$ cat config.mk
export PLATFORM = sky130hd
export DESIGN_NAME = dltq_cell
export DESIGN_NICKNAME = d
export VERILOG_FILES = /design/src/rtl/dltq_pkg.sv /design/src/rtl/dltq_cell.sv
export SDC_FILE = /design/constraint.sdc
export NUM_CORES = 1
export LEC_CHECK = 0
export BUFFER_PORTS_ARGS = -buffer_cell sky130_fd_sc_hd__buf_4
export CAP_MARGIN = 0
export CORE_MARGIN = 4
export CORE_UTILIZATION = 55
export CTS_BUF_LIST = sky130_fd_sc_hd__clkbuf_16
export DETAILED_ROUTE_END_ITERATION = 10
export HOLD_SLACK_MARGIN = 0.05
export PLACE_DENSITY = 0.77
export RECOVER_POWER = 100
export SLEW_MARGIN = 10
export SYNTH_ARGS = -nofsm -noshare
export SYNTH_HDL_FRONTEND = slang
export SYNTH_SLANG_ARGS = --single-unit
export TNS_END_PERCENT = 20
$ cat constraint.sdc
create_clock -name clock -period 21.6 [get_ports clock]
set_input_delay 5.4 -clock clock [delete_from_list [all_inputs] [get_ports clock]]
set_output_delay 5.4 -clock clock [all_outputs]
set_load 0.005 [all_outputs]
$ cat src/rtl/dltq_pkg.sv
// Shared types, codes and sizes of the delta list timeout queue.
`default_nettype none

package dltq_pkg;

   // Queue size and the width of the entry counter
   localparam int QUEUE_DEPTH = 16;
   localparam int CNT_W       = $clog2(QUEUE_DEPTH + 1);

   // Field widths
   localparam int DELAY_W   = 32;
   localparam int HANDLER_W = 8;
   localparam int ARG_W     = 16;
   localparam int STATUS_W  = 2;
   localparam int COUNT_W   = 5;

   // Request kinds on req_tuser
   localparam logic REQ_INSERT = 1'b0;
   localparam logic REQ_REMOVE = 1'b1;

   // Result status codes
   localparam logic [STATUS_W-1:0] ST_INSERTED  = 2'd0;
   localparam logic [STATUS_W-1:0] ST_REMOVED   = 2'd1;
   localparam logic [STATUS_W-1:0] ST_FULL      = 2'd2;
   localparam logic [STATUS_W-1:0] ST_NOT_FOUND = 2'd3;

   // Operation carried by the wave
   localparam logic [1:0] OP_NOP = 2'd0;
   localparam logic [1:0] OP_INS = 2'd1;
   localparam logic [1:0] OP_REM = 2'd2;

   // Wave modes as it moves down the chain
   localparam logic [1:0] MODE_SEARCH = 2'd0;
   localparam logic [1:0] MODE_SHIFT  = 2'd1;
   localparam logic [1:0] MODE_PULL   = 2'd2;
   localparam logic [1:0] MODE_IDLE   = 2'd3;

   // One queue entry
   typedef struct packed {
      logic [DELAY_W-1:0]   delta;
      logic [HANDLER_W-1:0] handler;
      logic [ARG_W-1:0]     arg;
   } entry_type;

   // Token handed from cell to cell, one per request
   typedef struct packed {
      logic               valid;
      logic [1:0]         op;
      logic [1:0]         mode;
      logic [DELAY_W-1:0] rest;
      entry_type          ent;
      logic               hit;
   } wave_type;

endpackage

`default_nettype wire

$ cat src/rtl/dltq_cell.sv
// One cell of the queue chain: holds one entry and processes the passing wave.
`default_nettype none

module dltq_cell
   import dltq_pkg::*;
(
   input  wire logic      clock,
   input  wire logic      reset,
   input  wire wave_type  up_wave,
   input  wire logic      occupied,
   input  wire logic      hold,
   input  wire entry_type next_ent,
   output wire wave_type  down_wave,
   output wire entry_type ent_out
);

   wave_type  wave_ff;
   wave_type  wave_in;
   entry_type ent_ff;
   entry_type ent_in;

   logic              match;
   logic [DELAY_W-1:0] pull_add;

   assign match = (ent_ff.handler == up_wave.ent.handler) && (ent_ff.arg == up_wave.ent.arg);

   // Delta added to the entry pulled in from the right
   assign pull_add = (up_wave.mode == MODE_PULL) ? up_wave.rest : ent_ff.delta;

   // Act on the wave and hand it on
   always_comb begin
      wave_in = up_wave;
      ent_in  = ent_ff;
      if (up_wave.valid) begin
         case (up_wave.mode)
            MODE_SEARCH: begin
               if (up_wave.op == OP_INS) begin
                  if (!occupied || (ent_ff.delta > up_wave.rest)) begin
                     // place the new entry here, push the old one right
                     ent_in.delta   = up_wave.rest;
                     ent_in.handler = up_wave.ent.handler;
                     ent_in.arg     = up_wave.ent.arg;
                     wave_in.hit    = 1'b1;
                     wave_in.ent    = ent_ff;
                     if (occupied) begin
                        wave_in.ent.delta = ent_ff.delta - up_wave.rest;
                        wave_in.mode      = MODE_SHIFT;
                     end else begin
                        wave_in.mode = MODE_IDLE;
                     end
                  end else begin
                     wave_in.rest = up_wave.rest - ent_ff.delta;
                  end
               end else if ((up_wave.op == OP_REM) && occupied && match) begin
                  // drop this entry, pull the successor in with the added delta
                  ent_in       = next_ent;
                  ent_in.delta = next_ent.delta + pull_add;
                  wave_in.hit  = 1'b1;
                  wave_in.mode = MODE_PULL;
                  wave_in.rest = '0;
               end
            end
            MODE_SHIFT: begin
               ent_in      = up_wave.ent;
               wave_in.ent = ent_ff;
               if (!occupied) begin
                  wave_in.mode = MODE_IDLE;
               end
            end
            MODE_PULL: begin
               ent_in       = next_ent;
               ent_in.delta = next_ent.delta + pull_add;
               wave_in.rest = '0;
            end
            default: begin
            end
         endcase
      end else if (!(wave_ff.valid && hold)) begin
         wave_in.valid = 1'b0;
      end
      if (!up_wave.valid && wave_ff.valid && hold) begin
         wave_in = wave_ff;
      end
   end

   // Advance wave token
   always_ff @(posedge clock) begin
      if (reset) begin
         wave_ff <= '0;
      end else begin
         wave_ff <= wave_in;
      end
   end

   // Hold entry payload
   always_ff @(posedge clock) begin
      ent_ff <= ent_in;
   end

   assign down_wave = wave_ff;
   assign ent_out   = ent_ff;

endmodule

`default_nettype wire

# After elaboration in Yosys (flattened, before gate mapping)
# Cells that the tools add are included.
word_totals:
  word_cells: 56
  ff_bits: 150
  in_bits: 154
  out_inout_bits: 150
op_classes:
  addsub: 3
  muxes: 22
  n_reduce_logical: 11
  n_lt_le_gt_ge: 1
  n_eq_ne: 8
op_table:
  columns: ["operator", "count"]
  rows:
  - ["$mux W56", 4]
  - ["$pmux W56 S3", 1]
  - ["$pmux W56 S2", 1]
  - ["$mux W32", 3]
  - ["$mux W91", 1]
  - ["$mux W34", 2]
  - ["$pmux W32 S2", 1]
  - ["$sub A32 B32 Y32", 2]
  - ["$mux W57", 1]
  - ["$add A32 B32 Y32", 1]
  - ["$gt A32 B32 Y1", 1]
  - ["$eq A16 B16 Y1", 1]
  - ["$eq A8 B8 Y1", 1]
  - ["$mux W2", 3]
  - ["$ne A3 B3 Y1 const B", 2]
  - ["$logic_and A1 B1 Y1", 5]
  - ["$eq A2 B1 Y1 const B", 2]
  - ["$eq A2 B2 Y1 const B", 2]
  - ["$mux W1", 4]
  - ["$pmux W2 S2", 1]
  - ["$reduce_and A4 Y1", 1]
  - ["$reduce_bool A3 Y1", 1]
  - ["$logic_not A1 Y1", 2]
  - ["$logic_not A2 Y1", 1]
  - ["$logic_or A1 B1 Y1", 1]

# Depth between registers and ports, before layout
depth:
  depth_word: 7
  mapped_depth: 17
  mapped_depth_nobuf: 14

# Worst setup path after synthesis
# Ideal clock, no wire load.
synth_timing:
  path_kind: "input port to flip-flop"
  start: "in up_wave[68] (netlist name)"
  end: "reg ent_ff (netlist bit ent_out[0]) (enable)"
  setup_slack_ns: 9.397
  path_buffers: 2
  t_required_ns: 21.050
  path_stages: 12
  setup_ns: 0.550
  arrival_time_ns: 11.653
  path_cell_list: "inv_1 ha_1 clkbuf_1 nand2_1 o21ai_0 a22oi_1 a41oi_1 nor4b_2 nor2_2 clkbuf_1 nor2_1 nor3b_1"
synth_via:
  elab_chain_len: 4
synth_lines:
  columns: ["element", "line_no", "rtl"]
  rows:
  - ["start, declared", "dltq_cell.sv:9", "input wire wave_type up_wave,"]
  - ["$gt A32 B32 Y1", "dltq_cell.sv:38", "if (!occupied || (ent_ff.delta > up_wave.rest)) begin"]
  - ["$logic_or A1 B1 Y1", "dltq_cell.sv:38", null]
  - ["$ne A3 B3 Y1 (no source line)", null, null]
  - ["$reduce_and A4 Y1 (no source line)", null, null]
  - ["end signal, assigned", "dltq_cell.sv:97", "ent_ff <= ent_in;"]
  - ["end, declared", "dltq_cell.sv:19", "entry_type ent_ff;"]
# No other way between the ends.
# A chain may end at the register's enable or synchronous reset.

# Worst setup path after layout
layout_timing:
  start: "in up_wave[84] (netlist name)"
  end: "reg ent_ff (netlist bit ent_out[21]) (enable)"
# The elaborated chain is that of the path after synthesis.

==> metrics.md <==
| Metric | Value |
|---|---|
| Grt total ovfl | `0` |
| Hold Crit Class | `register to register` |
| Die Ht | `173 µm` |
| Clock Skew | `19.0 ps` |
| CP endpoint kind | `register` |
| # fillers | `2,410` |
| Overall routed net length | `~64 mm` |
| Outcome | `finished, violations left` |
| Final Hold Fails | `0` |
| CTS Hold Bufs | `0` |
| DPL Wire Length | `roughly 46 mm` |
| PD cells | `67.9 nW/µm²` |
| Antenna violations before repair | `1` |
| Inserted Diodes | `0` |
| Max cap viols | `11` |
| Area contributors post-synth | `dfxtp_1, edfxtp_1, ha_1` |
| Root Driver | `clkbuf_16` |
| Clock Tree Buf Depth | `2` |
| Min Tclk post-route | `about 14,000 ps` |
| Drt drc | `0` |
| Top FF cell, synth | `dfxtp_1` |
| Vias per cell | `7.02` |
| Tot GR Track Use | `0.404` |
| Vias in the first global route | `16,500` |
| Pre-CTS WS | `between 10,000 and 15,000 ps` |
| Violated checks | `max-capacitance violations, max-slew violations` |
| Worst-Skew Late Latency | `460 ps` |
| Nets@finish | `2,412` |
| CTS H-tree depth | `4` |
| Area grow syn2layout | `18.1%` |
| Post-Layout Inst Area | `~18,000 µm²` |
| Slowest cell delay on critical path | `2590 ps` |
| Mean Syn Cell Area | `7.61 µm²` |
| Setup TNS | `0 ps` |
| Mapped cell area | `15,000 µm²` |
| Layout cells sized above 1 | `0.161` |
| Pre-Repair DR Iteration Count | `6` |
| First-pass GRT wire length | `around 97 mm` |
| Drt wl/cell | `~26 µm` |
| TritonCTS clock tree | `built` |
| Critical path class | `input port to register` |
| Clock slew at reported path FFs | `70 ps` |
| Full die area | `between 20,000 and 30,000 µm²` |
| Post-synth top area cell | `dfxtp_1` |
| Worst slew pin tran | `3600 ps` |
| Post-synth top cells | `nand2_1, o21ai_0, a21oi_1, nor2_1, clkbuf_1` |
| DR iter-0 viols | `2,450` |
| Core Area | `26,900 µm²` |
| Hold endpoint | `down_wave[92]` |
| Synth Instances | `1,965` |
| Post-CTS Setup Inserts | `0` |
| Leak pwr | `~7.4 nW` |
| Final ANT Viol Nets | `0` |
| Non-Filler Instances | `2,511` |
| CP most frequent cell | `clkbuf_1` |
| Data required, critical path | `approximately 22,000 ps` |
| Synthesized Nets | `2,220` |
| Hold Crit Depth | `2` |
| Placer Congestion | `0.995` |
| Power Total | `1.20 mW` |
| CP Max Fanout | `45` |
| Register area | `3560 µm²` |
| Period utilisation layout | `0.625` |
| Number of port buffers | `roughly 300` |
| CTS Sinks | `150` |
| FF+latch count, synth | `150` |
| Critical R2R Launch | `ent_out[53]` |
| Post-CTS resize count | `0` |
| Final Util | `0.657` |
| Multi-input logic area | `between 10,000 and 15,000 µm²` |
| Final setup margin | `8100 ps` |
| Chip width | `~170 µm` |
| CTS Buf Count | `17` |
| # rows | `60` |
| Crit path DAT | `13,530 ps` |
| Fmax achieved | `74.0 MHz` |
| Yosys warns | `0` |
| Largest net degree at the start of global routing | `between 60 and 70` |
| CP max stage cell | `clkbuf_1` |
| Placed cell areas | `17,200 µm²` |
| Slew HR | `-1.40` |
| Worst R2R Setup Slack | `12,810 ps` |
| R2R depth | `11` |
| Startpoint Class | `input port` |
| Max Slew Vio Count | `471` |
| Post-synth EDFFs | `56` |
| Unrepaired setup endpoints after global routing | `no` |
| Reg-to-Reg End | `ent_out[21]` |
| Dpl cells | `between 2,000 and 2,500` |
| Async set-reset flop share out of synthesis | `0` |
| I/O pins | `304` |
| Initial Util | `0.557` |
| Crit path cell chain | `clkbuf_1 > inv_1 > ha_1 > nand3_1 > nor3_1 > o21ai_0 > a41oi_1 > nor4b_1 > nor2_1 > clkbuf_1 > nor2_1 > nor3b_1 > clkbuf_1` |
| Final setup violation count | `0` |
| Worst vdd ir | `0.0000406 V` |
| Seq/Total Area, Yosys | `0.238` |
| Count leader, synth | `nand2_1` |
| Smallest hold slack | `between 400 and 500 ps` |
| DR vias | `17,600` |
| HP Start | `down_wave[92]` |
| Synth top area share | `0.126` |
| Count of cell types in the netlist | `slightly above 80` |
state kept, by name, summed over array words and instances, names as in the netlist:
register / count
down_wave: 94
ent_out: 56
cell type report:
type,instances,share of cell area
clock inverters,15,0.0115
well taps,341,0.0242
clock buffers,17,0.0241
inverters,85,0.0181
repair buffers,325,0.130
multi-input cells,1578,0.591
flip-flops and latches,150,0.202
where the power goes:
part / internal, mW / total (mW) / switching (mW)
Clock: 0.169 / 0.330 / 0.161
Sequential: 0.326 / 0.352 / 0.0253
Combinational: 0.206 / 0.518 / 0.312
metal layers:
layer | track usage | up-vias | share of wire
met1 | 0.513 | 8268 | 0.38
met4 | 0.200 | 2 | 0.053
met3 | 0.0918 | 233 | 0.11
met5 | 0 | - | 0.00020
li1 | - | 7813 | -
met2 | 0.650 | 1316 | 0.45
critical path, delay by kind of cell:
| kind | cells | cell delay (ps) |
|---|---|---|
| AND/OR/NAND/NOR | 6 | 2450 |
| buffers and inverters | 4 | 4610 |
| AO/OA/AOI/OAI | 2 | 380 |
| adder cells (fa/ha/maj) | 1 | 570 |
cell usage in the layout (no fill, tap or decap), types with 10 or more instances in the layout:
cell type,count
nor4_1,15
nand3_1,38
nor3_1,40
xor2_1,44
or3_1,14
a311oi_1,17
a221o_1,49
edfxtp_1,56
buf_4,164
o21bai_1,18
clkbuf_4,121
a21o_1,32
ha_1,97
o211ai_1,14
inv_1,84
nor2_1,137
a21oi_1,139
o31ai_1,15
xnor2_1,52
a22oi_1,15
nand4_1,22
a221oi_1,51
and3_1,10
a211o_1,14
dfxtp_1,94
o21ai_0,199
clkbuf_1,40
a211oi_1,32
mux2i_1,55
nand2_1,201
and2_1,12
clkbuf_16,17
o21a_1,13
a31oi_1,53
o22ai_1,53
cell families after synthesis:
logic type	Yosys count	synth area share
buffers and inverters	237	0.0656
xor gates and xnor gates	96	0.0562
AOI/OAI and AO/OA	774	0.344
DFF	150	0.238
adders and majority gates	101	0.0860
and+or+nand+nor	550	0.172
muxes	57	0.0383
how the worst max path moves through the flow:
stage,from,endpoint,slack [ps],cells after the start
global placement,up_wave[84],ent_out[34],11930,13
CTS,up_wave[84],ent_out[21],12240,12
detailed placement,up_wave[84],ent_out[34],11770,13
finish,up_wave[84],ent_out[21],8100,13
global route,up_wave[84],ent_out[22],7760,13
floorplan,up_wave[68],ent_out[0],9400,12
Note: power is estimated with default switching activity, not from simulation.
